### config.mk
export PLATFORM = sky130hd
export DESIGN_NAME = line_counter_interrupt_controller_top
export DESIGN_NICKNAME = d
export VERILOG_FILES = /design/src/design/lcic_pkg.sv /design/src/design/lcic_regs.sv /design/src/design/lcic_core.sv /design/src/design/line_counter_interrupt_controller_top.sv
export SDC_FILE = /design/constraint.sdc
export NUM_CORES = 1
export LEC_CHECK = 0
export ABC_AREA = 1
export BUFFER_PORTS_ARGS = -buffer_cell sky130_fd_sc_hd__buf_2
export CORE_MARGIN = 1.5
export CORE_UTILIZATION = 40
export CTS_CLUSTER_DIAMETER = 120
export DETAILED_ROUTE_END_ITERATION = 8
export PLACE_DENSITY_LB_ADDON = 0.12
export SLEW_MARGIN = 30
export SYNTH_ARGS = -nofsm -noshare
export SYNTH_HDL_FRONTEND = slang
export SYNTH_SLANG_ARGS = --single-unit
### constraint.sdc
create_clock -name clock -period 1.6 [get_ports clock]
set_clock_uncertainty 0.2 [all_clocks]
set_input_delay 0 -clock clock [delete_from_list [all_inputs] [get_ports clock]]
set_output_delay 0 -clock clock [all_outputs]
set_load 0.05 [all_outputs]
### src/design/lcic_pkg.sv
// Shared types and constants of the line counter interrupt controller.
// No dependencies.
`default_nettype none

package lcic_pkg;

   localparam int LINE_W = 9;
   localparam int CNT_W  = 8;
   localparam int LVL_W  = 3;
   localparam int ADDR_W = 4;
   localparam int DATA_W = 32;

   // item commands
   localparam logic CMD_TICK = 1'b0;
   localparam logic CMD_ACK  = 1'b1;

   // priority levels
   localparam logic [LVL_W-1:0] LEVEL_NONE = 3'd0;
   localparam logic [LVL_W-1:0] LEVEL_HINT = 3'd4;
   localparam logic [LVL_W-1:0] LEVEL_VINT = 3'd6;

   // register indexes (byte address / 4)
   localparam logic [1:0] REG_HINT_ENABLE = 2'd0;
   localparam logic [1:0] REG_VINT_ENABLE = 2'd1;
   localparam logic [1:0] REG_HINT_RELOAD = 2'd2;

   typedef struct packed {
      logic             command;
      logic [LVL_W-1:0] ack_level;
   } req_type;

   typedef struct packed {
      logic [LVL_W-1:0]  ipl;
      logic              frame_flag;
      logic [LINE_W-1:0] line_index;
   } rsp_type;

   typedef struct packed {
      logic             hint_enable;
      logic             vint_enable;
      logic [CNT_W-1:0] hint_reload;
   } cfg_type;

endpackage

`default_nettype wire

### src/design/lcic_regs.sv
// Configuration registers behind the APB-style port.
// Depends on lcic_pkg.
`default_nettype none

module lcic_regs (
   input  wire logic                         clock,
   input  wire logic                         reset,
   input  wire logic                         psel,
   input  wire logic                         penable,
   input  wire logic                         pwrite,
   input  wire logic [lcic_pkg::ADDR_W-1:0]  paddr,
   input  wire logic [lcic_pkg::DATA_W-1:0]  pwdata,
   output logic      [lcic_pkg::DATA_W-1:0]  prdata,
   output lcic_pkg::cfg_type                 cfg
);
   import lcic_pkg::*;

   cfg_type    cfg_ff, cfg_in;
   logic       wr_en;
   logic [1:0] reg_idx;

   assign wr_en   = psel && penable && pwrite;
   assign reg_idx = paddr[3:2];

   always_comb begin
      cfg_in = cfg_ff;
      if (wr_en) begin
         case (reg_idx)
            REG_HINT_ENABLE: cfg_in.hint_enable = pwdata[0];
            REG_VINT_ENABLE: cfg_in.vint_enable = pwdata[0];
            REG_HINT_RELOAD: cfg_in.hint_reload = pwdata[CNT_W-1:0];
            default:         cfg_in = cfg_ff;
         endcase
      end
   end

   always_ff @(posedge clock) begin
      if (reset) begin
         cfg_ff <= '0;
      end else begin
         cfg_ff <= cfg_in;
      end
   end

   always_comb begin
      case (reg_idx)
         REG_HINT_ENABLE: prdata = {{(DATA_W-1){1'b0}}, cfg_ff.hint_enable};
         REG_VINT_ENABLE: prdata = {{(DATA_W-1){1'b0}}, cfg_ff.vint_enable};
         REG_HINT_RELOAD: prdata = {{(DATA_W-CNT_W){1'b0}}, cfg_ff.hint_reload};
         default:         prdata = '0;
      endcase
   end

   assign cfg = cfg_ff;

endmodule

`default_nettype wire

### src/design/lcic_core.sv
// Line/interrupt state and its combinational next-state update for one item.
// Depends on lcic_pkg.
`default_nettype none

module lcic_core #(
   parameter int TOTAL_LINES  = 262,
   parameter int ACTIVE_LINES = 224
) (
   input  wire logic              clock,
   input  wire logic              reset,
   input  wire logic              update,
   input  wire lcic_pkg::req_type item,
   input  wire lcic_pkg::cfg_type cfg,
   output lcic_pkg::rsp_type      result
);
   import lcic_pkg::*;

   localparam logic [LINE_W:0]   TOTAL_LIM  = (LINE_W+1)'(TOTAL_LINES);
   localparam logic [LINE_W-1:0] ACTIVE_LIM = LINE_W'(ACTIVE_LINES);

   logic [LINE_W-1:0] line_ff, line_in;
   logic [CNT_W-1:0]  cnt_ff, cnt_in;
   logic              hpend_ff, hpend_in;
   logic              vpend_ff, vpend_in;
   logic              vflag_ff, vflag_in;
   logic [LINE_W:0]   line_inc;
   logic [LINE_W-1:0] shown_line;

   assign line_inc = {1'b0, line_ff} + (LINE_W+1)'(1);

   always_comb begin
      line_in    = line_ff;
      cnt_in     = cnt_ff;
      hpend_in   = hpend_ff;
      vpend_in   = vpend_ff;
      vflag_in   = vflag_ff;
      shown_line = line_ff;
      if (item.command == CMD_TICK) begin
         if (line_ff < ACTIVE_LIM) begin
            if (cnt_ff == '0) begin
               cnt_in = cfg.hint_reload;
               if (line_ff != '0) hpend_in = 1'b1;
            end else begin
               cnt_in = cnt_ff - CNT_W'(1);
            end
         end else begin
            cnt_in = cfg.hint_reload;
         end
         // first blanking line
         if (line_ff == ACTIVE_LIM) begin
            vpend_in = 1'b1;
            vflag_in = 1'b1;
         end
         if (line_inc >= TOTAL_LIM || line_inc[LINE_W]) begin
            line_in = '0;
         end else begin
            line_in = line_inc[LINE_W-1:0];
         end
      end else begin
         if (item.ack_level == LEVEL_VINT) begin
            vpend_in = 1'b0;
            vflag_in = 1'b0;
         end else if (item.ack_level == LEVEL_HINT) begin
            hpend_in = 1'b0;
         end
      end
   end

   always_comb begin
      if (vpend_in && cfg.vint_enable) begin
         result.ipl = LEVEL_VINT;
      end else if (hpend_in && cfg.hint_enable) begin
         result.ipl = LEVEL_HINT;
      end else begin
         result.ipl = LEVEL_NONE;
      end
      result.frame_flag = vflag_in;
      result.line_index = shown_line;
   end

   always_ff @(posedge clock) begin
      if (reset) begin
         line_ff  <= '0;
         cnt_ff   <= '0;
         hpend_ff <= 1'b0;
         vpend_ff <= 1'b0;
         vflag_ff <= 1'b0;
      end else if (update) begin
         line_ff  <= line_in;
         cnt_ff   <= cnt_in;
         hpend_ff <= hpend_in;
         vpend_ff <= vpend_in;
         vflag_ff <= vflag_in;
      end
   end

endmodule

`default_nettype wire

### src/design/line_counter_interrupt_controller_top.sv
// Top level of the line counter interrupt controller: handshake, input and
// result registers. Depends on lcic_pkg, lcic_regs and lcic_core.
//
// Usage:
//  - req channel: one item per handshake, a scanline tick (command 0) or an
//    interrupt acknowledge (command 1, level in ack_level). Accepted at an
//    edge with req_valid high and req_stall low.
//  - rsp channel: exactly one result item per request item, in order:
//    interrupt level (0, 4 or 6), frame flag and scanline index.
//  - Order: an accepted item sits in the input register; its result is
//    registered when the item advances and shown from then on.
//  - Throughput: one item per cycle unless rsp_stall holds a waiting
//    result. The input register and the result register form a two-stage
//    pipe; the state update is one short step between them.
//  - Stall: while rsp_stall holds a waiting result, the result is held
//    steady and one more item may still park in the input register; after
//    that req_stall is raised.
//  - Reset (synchronous, active high): line, counter, pending flags,
//    frame flag and config registers go to zero; both pipe stages empty.
//  - Registers at byte addresses 0, 4, 8: hint_enable, vint_enable,
//    hint_reload. Write only while the block is idle.
`default_nettype none

module line_counter_interrupt_controller_top #(
   parameter int TOTAL_LINES  = 262,
   parameter int ACTIVE_LINES = 224
) (
   input  wire logic                         clock,
   input  wire logic                         reset,
   // request channel
   input  wire logic                         req_valid,
   output logic                              req_stall,
   input  wire lcic_pkg::req_type            req_data,
   // result channel
   output logic                              rsp_valid,
   input  wire logic                         rsp_stall,
   output lcic_pkg::rsp_type                 rsp_data,
   // configuration
   input  wire logic                         psel,
   input  wire logic                         penable,
   input  wire logic                         pwrite,
   input  wire logic [lcic_pkg::ADDR_W-1:0]  paddr,
   input  wire logic [lcic_pkg::DATA_W-1:0]  pwdata,
   output logic      [lcic_pkg::DATA_W-1:0]  prdata,
   output logic                              pready
);
   import lcic_pkg::*;

   cfg_type cfg;
   rsp_type core_result;

   // input stage
   logic    in_valid_ff, in_valid_in;
   req_type in_item_ff, in_item_in;
   // result stage
   logic    out_valid_ff, out_valid_in;
   rsp_type out_data_ff, out_data_in;

   logic    advance;   // item moves from input register to result register
   logic    req_take;

   assign pready = 1'b1;

   lcic_regs u_regs (
      .clock   (clock),
      .reset   (reset),
      .psel    (psel),
      .penable (penable),
      .pwrite  (pwrite),
      .paddr   (paddr),
      .pwdata  (pwdata),
      .prdata  (prdata),
      .cfg     (cfg)
   );

   lcic_core #(
      .TOTAL_LINES  (TOTAL_LINES),
      .ACTIVE_LINES (ACTIVE_LINES)
   ) u_core (
      .clock  (clock),
      .reset  (reset),
      .update (advance),
      .item   (in_item_ff),
      .cfg    (cfg),
      .result (core_result)
   );

   // result register frees up when empty or being taken this cycle
   assign advance   = in_valid_ff && (!out_valid_ff || !rsp_stall);
   assign req_stall = in_valid_ff && !advance;
   assign req_take  = req_valid && !req_stall;

   always_comb begin
      in_valid_in = in_valid_ff;
      in_item_in  = in_item_ff;
      if (req_take) begin
         in_valid_in = 1'b1;
         in_item_in  = req_data;
      end else if (advance) begin
         in_valid_in = 1'b0;
      end
   end

   always_comb begin
      out_valid_in = out_valid_ff;
      out_data_in  = out_data_ff;
      if (advance) begin
         out_valid_in = 1'b1;
         out_data_in  = core_result;
      end else if (!rsp_stall) begin
         out_valid_in = 1'b0;
      end
   end

   always_ff @(posedge clock) begin
      if (reset) begin
         in_valid_ff  <= 1'b0;
         out_valid_ff <= 1'b0;
      end else begin
         in_valid_ff  <= in_valid_in;
         out_valid_ff <= out_valid_in;
      end
   end

   // payload, no reset needed
   always_ff @(posedge clock) begin
      in_item_ff  <= in_item_in;
      out_data_ff <= out_data_in;
   end

   assign rsp_valid = out_valid_ff;
   assign rsp_data  = out_data_ff;

endmodule

`default_nettype wire

==> results of run 1 <==
[final cells by class]
type / count / area, sq um
multi-input cells: 224 / 1373
clock buffers: 8 / 90.09
inverters: 47 / 186.4
fillers: 580 / 2494
repair buffers: 95 / 681.9
flip-flops and latches: 48 / 1142
well taps: 75 / 93.84
[worst max-delay path, cell delays in order, from the launching register on]
cell,delay (ns)
dfxtp_4,0.38
ha_4,0.17
nand2_2,0.09
nor2_2,0.06
xnor2_1,0.32
nand3_4,0.14
nand2_4,0.13
nand3_1,0.08
a21oi_1,0.13
[registers in the layout, indices dropped and copies added, names as in the netlist]
name / count
u_core.vflag_ff: 1
u_core.cnt_ff: 8
in_valid_ff: 1
in_item_ff: 4
rsp_data: 12
u_core.line_ff: 9
u_core.vpend_ff: 1
u_regs.cfg: 10
rsp_valid: 1
u_core.hpend_ff: 1
[kinds of logic (layout without fill, tap and decap cells)]
| kind of cell | after synthesis | after routing | synth area share |
|---|---|---|---|
| other | 2 | 26 | 0.002931 |
| XOR/XNOR | 6 | 6 | 0.02344 |
| buffers and inverters | 79 | 150 | 0.1606 |
| AO/OA/AOI/OAI | 65 | 65 | 0.1313 |
| AND/OR/NAND/NOR | 121 | 122 | 0.2197 |
| flip-flops | 48 | 48 | 0.4375 |
| adder cells (fa/ha/maj) | 5 | 5 | 0.02441 |
[synth_stat cells]
| cell type | n | area [sq um] |
|---|---|---|
| nand2_1 | 46 | 172.7 |
| nor2_2 | 2 | 12.51 |
| xnor2_1 | 3 | 26.28 |
| nor4_1 | 3 | 18.77 |
| buf_6 | 1 | 11.26 |
| xor2_1 | 2 | 17.52 |
| nand2_2 | 1 | 6.260 |
| o21ai_0 | 25 | 125.1 |
| nand2_4 | 1 | 11.26 |
| a21oi_1 | 28 | 140.1 |
| conb_1 | 2 | 7.510 |
| edfxtp_1 | 16 | 480.5 |
| inv_1 | 41 | 153.9 |
| inv_2 | 6 | 22.52 |
| ha_1 | 5 | 62.56 |
| xor2_2 | 1 | 16.27 |
| o21ai_2 | 1 | 8.760 |
| buf_2 | 2 | 10.01 |
| buf_4 | 28 | 210.2 |
| nor2_4 | 3 | 33.78 |
| nand4_1 | 4 | 25.02 |
| clkbuf_1 | 1 | 3.750 |
| nand3_1 | 20 | 100.1 |
| o21ai_1 | 7 | 35.03 |
| o211ai_1 | 2 | 15.01 |
| nand3_2 | 4 | 40.04 |
| a31oi_1 | 2 | 12.51 |
| dfxtp_1 | 32 | 640.6 |
| nor3_1 | 3 | 15.01 |
| nor2_1 | 34 | 127.6 |
[report_power, final]
| part | total (mW) | switching [mW] | internal, mW |
|---|---|---|---|
| registers | 1.36 | 0.0409 | 1.32 |
| logic | 0.801 | 0.518 | 0.284 |
| clock network | 0.751 | 0.398 | 0.353 |
[per-layer routing]
layer	global-route usage	vias up	part of all wire
met4	0.06364	0	0.020
met2	0.2942	59	0.50
met3	0.03280	10	0.035
li1	-	1198	-
met5	0	-	0
met1	0.2039	1091	0.45
[per-stage QoR]
step,total power [mW],hold slack (ns),cell area (sq um),utilization,cells
final,2.912,-0.001112,3567,0.5886,497
after global routing,3.054,0.01524,3567,0.5886,497
after CTS,2.825,0.007495,3328,0.5491,496
after detailed placement,2.026,-0.02153,2983,0.4922,466
after global placement,2.022,-0.01379,2983,0.4922,466
after floorplan,1.903,-0.1011,2681,-,350
[what timing repair did]
item,in CTS,in global routing
resized for setup,13,66
hold buffers,21,3
pin swaps,8,22
cloned,1,0
setup buffers,0,1
endpoints found under the setup margin,17,40
endpoints found under the hold margin,28,1
[worst min-delay path by stage]
stage | from | end | cells after the start
floorplan | req_data[0] | in_item_ff[0]$_DFFE_PP_ | 0
global placement | req_data[1] | in_item_ff[1]$_DFFE_PP_ | 1
detailed placement | req_data[1] | in_item_ff[1]$_DFFE_PP_ | 1
CTS | penable | u_regs.cfg[8]$_SDFFE_PP0P_ | 5
global route | paddr[2] | u_regs.cfg[8]$_SDFFE_PP0P_ | 4
finish | paddr[2] | u_regs.cfg[8]$_SDFFE_PP0P_ | 4
==> results.toml, run 1 <==
[status]
status = "complete, but fails checks"
violations = "hold timing, setup timing"

[power_and_ir_drop]
power_density_mw_per_mm2 = 816.3
max-vdd-ir-drop_uv = 365.4
cellLeakagePower_nw = 1.597

[placement]
dp_slack_ns = -0.1924
port_buffers = 42
hpwlAfterDp_mm = 3.820
gp_congestion = 0.8847

[detailed_routing]
post-route-drc-count = 0
avgViaCountPerCell = 4.744
firstDrtPassIters = 6
drt_iter0_markers = 70
vias = 2358
ant_nets = 0
wl_mm = 5.962
wl_per_cell_microns = 12.00

[logic_synthesis]
synth_warnings = 0
postSynthAreaPerCell_sq_um = 7.860
ys_types = 30
netlist_area_sq_mm = 0.002562
ys_seq_area_frac = 0.4375
ys_ff_latch = 48
syn_inst = 326

[finish]
area_growth_pct = 39.21
drive_above_1_share = 0.3791
diodes = 0
final_common_cell = "buf_2"
final_nets = 473
layout_common_cells = "buf_2 (41), nand2_1 (37), inv_1 (34)"

[sta]
hold_viol = 1
setup_violations = 14
finalCriticalPeriod_ns = 1.771
max_slew_margin = 0.6092
hold_ws_ns = -0.001112
worstMarginPinSlew_ns = 0.5856
post-route-period-util = 1.107
max_freq_mhz = 564.6
maxSlewViolCount = 0
grt_setup_unrepaired = "true"
setup_tns_ns = -1.476
worst_slack_ns = -0.1711

[global_routing]
first_global_vias = 2100
antenna_found_initial = 0
grt.total_usage = 0.1682
grt.overflow.total = 0
grt_pass1_wl_mm = 9.473
grt_start_max_net_pins = 19

[die]
row_count = 28
core_sq_mm = 0.006061
die-width_microns = 83.04
ios = 95
start_util = 0.4228
die_y_microns = 83.04
dieArea_sq_mm = 0.006896

[clocking]
clkLatencyLatePin_ns = 0.30
cts_buffer_depth = 2
clk_pin_slew_ns = 0.08
cts_num_sinks = 48
cts_tree = "done"
htree_levels = 2
tritoncts.num_buffers = 5
root_buffer = "clkbuf_8"

[setup_path]
reg2reg_depth = 8
critPathCaptureType = "flip-flop"
cp.arrival_ns = 1.80
cp-startpoint = "u_core.line_ff[0]$_SDFFE_PP0P_"
required_ns = 1.63
reg2reg_to = "u_core.line_ff[5]$_SDFFE_PP0P_"
rrSetupSlack_ns = -0.17
crit_type = "flip-flop to flip-flop"
cp_max_fo = 5
startpoint_type = "flip-flop"
crit_path_end = "u_core.line_ff[5]$_SDFFE_PP0P_"
timing.rr.start = "u_core.line_ff[0]$_SDFFE_PP0P_"

[min_path]
hold_class = "primary input to flip-flop"

[flow_run]
cap_viol_max_count = 0
(Power assumes the default switching activity.)
==> run 2: changes to the inputs <==
--- a/config.mk
+++ b/config.mk
@@ -8,7 +8,7 @@
 export ABC_AREA = 1
 export BUFFER_PORTS_ARGS = -buffer_cell sky130_fd_sc_hd__buf_2
 export CORE_MARGIN = 1.5
-export CORE_UTILIZATION = 40
+export CORE_UTILIZATION = 45
 export CTS_CLUSTER_DIAMETER = 120
 export DETAILED_ROUTE_END_ITERATION = 8
 export PLACE_DENSITY_LB_ADDON = 0.12
==> run 2 against run 1 <==
Effect of this change:
- the flow finishes with violations (setup timing)
- cell count down 0.20%
- routed wire length down 1.9%
- register-to-register slack better by 0.02 ns
- setup slack better by 0.018 ns
- die area is 11% lower
- global-route usage is 2.6 points higher
- critical path depth grew 3
- flip-flop and latch count is the same
- power rose by 1.2%
- core utilization increased by 5.1 points
- highest routed layer unchanged
==> results.toml, run 2 (synthesized netlist as in run 1, its figures left out) <==
[status]
status = "complete, but fails checks"
violations = "setup timing"

[global_routing]
grt.overflow.total = 0
first_global_vias = 2100
antenna_found_initial = 0
grt_start_max_net_pins = 19
grt_pass1_wl_mm = 9.480
grt.total_usage = 0.1944

[die]
row_count = 27
ios = 95
die-width_microns = 78.46
core_sq_mm = 0.005507
die_y_microns = 78.46
dieArea_sq_mm = 0.006156
start_util = 0.4653

[detailed_routing]
firstDrtPassIters = 4
post-route-drc-count = 0
ant_nets = 0
vias = 2353
avgViaCountPerCell = 4.744
wl_mm = 5.850
wl_per_cell_microns = 11.79
drt_iter0_markers = 113

[placement]
dpl_cell_area_sq_mm = 0.002942
port_buffers = 42
gp_congestion = 0.7752
hpwlAfterDp_mm = 3.621

[finish]
layout_common_cells = "buf_2 (41), nand2_1 (37), inv_1 (31)"
largest_reg_flops = 12
n_fill_cell = 465
finish.utilization = 0.6394
area_growth_pct = 37.40
diodes = 0
final_nets = 475
drive_above_1_share = 0.3726
design_area_sq_mm = 0.003521
final_common_cell = "buf_2"

[power_and_ir_drop]
cellLeakagePower_nw = 1.602
max-vdd-ir-drop_uv = 400.4
power_density_mw_per_mm2 = 836.8

[clocking]
clk_pin_slew_ns = 0.08
htree_levels = 2
cts_num_sinks = 48
cts_buffer_depth = 2
clkLatencyLatePin_ns = 0.29
tritoncts.num_buffers = 5
cts_tree = "done"
root_buffer = "clkbuf_8"

[setup_path]
cp_slowest_cell = "dfxtp_4"
crit_chain = "buf_6, nand2_2, nor2_2, nand2_1, nand2_1, nand2_2, nor2_2, nand3_2, nand2_4, nand3_2, a21oi_2"
critPathCaptureType = "flip-flop"
startpoint_type = "flip-flop"
cpPeakStageDelay_ns = 0.39
required_ns = 1.63
reg2reg_depth = 11
cp.arrival_ns = 1.78
rrSetupSlack_ns = -0.15
cp_max_fo = 5
crit_type = "flip-flop to flip-flop"

[sta]
post-route-period-util = 1.096
hold_ws_ns = 0.009674
max_slew_margin = 0.6290
max_freq_mhz = 570.4
worst_slack_ns = -0.1531
finalCriticalPeriod_ns = 1.753
setup_violations = 24
worstMarginPinSlew_ns = 0.5558
grt_setup_unrepaired = "true"
maxSlewViolCount = 0
hold_viol = 0

[min_path]
hold_class = "primary input to flip-flop"
whs_path_depth = 4

[flow_run]
cap_viol_max_count = 0
-- run 2: layout make-up --
cell class                 instances  area [sq um]  share of cell area
timing repair buffer              97         703.2              0.1997
sequential                        48          1144              0.3248
clock buffer                       8         90.09             0.02559
inverter                          47         188.9             0.05366
multi-input combinational        224          1305              0.3706
tap                               72         90.09             0.02559
-- run 2: path summary, 6_finish.rpt --
path                                  start                        endpoint
max reg2reg  u_core.line_ff[1]$_SDFFE_PP0P_  u_core.line_ff[5]$_SDFFE_PP0P_
min                                  pwrite      u_regs.cfg[9]$_SDFFE_PP0P_
max          u_core.line_ff[1]$_SDFFE_PP0P_  u_core.line_ff[5]$_SDFFE_PP0P_
min reg2reg   u_core.cnt_ff[7]$_SDFFE_PP0P_   u_core.cnt_ff[7]$_SDFFE_PP0P_
-- run 2: critical path, delay by kind of cell, from the launching register on --
family	cells	cell delay (ns)
AOI/OAI and AO/OA	1	0.14
buffers and inverters	1	0.12
DFF	1	0.39
and+or+nand+nor	9	0.85
-- run 2: what timing repair did --
item	in CTS	in global routing
hold buffers	20	1
endpoints found under the setup margin	13	38
setup buffers	2	8
resized for setup	19	55
pin swaps	7	17
endpoints found under the hold margin	30	2
gates cloned	1	0
-- run 2: per-stage QoR --
step                total power, mW  cells  setup slack, ns  TNS (ns)
floorplan                     1.903    350          -0.1894    -2.039
global placement              2.011    458          -0.1435    -1.190
detailed placement            2.017    458          -0.1722    -1.541
CTS                           2.819    489          -0.1700    -1.896
global route                  3.090    496          -0.2681    -4.413
finish                        2.946    496          -0.1531    -1.646
-- run 2: layer usage --
layer	GRT usage	routed length [microns]	up-vias
met5	0	0	-
met4	0.05714	87	0
met3	0.03605	251	11
met2	0.3513	3079	69
met1	0.2337	2432	1065
li1	-	-	1208
-- run 2: power by group --
group          internal (mW)  leakage (nW)  switching, mW
Sequential              1.32         0.422         0.0441
Combinational          0.325          1.13          0.517
Clock                  0.353        0.0455          0.388
Total                   2.00          1.60          0.949
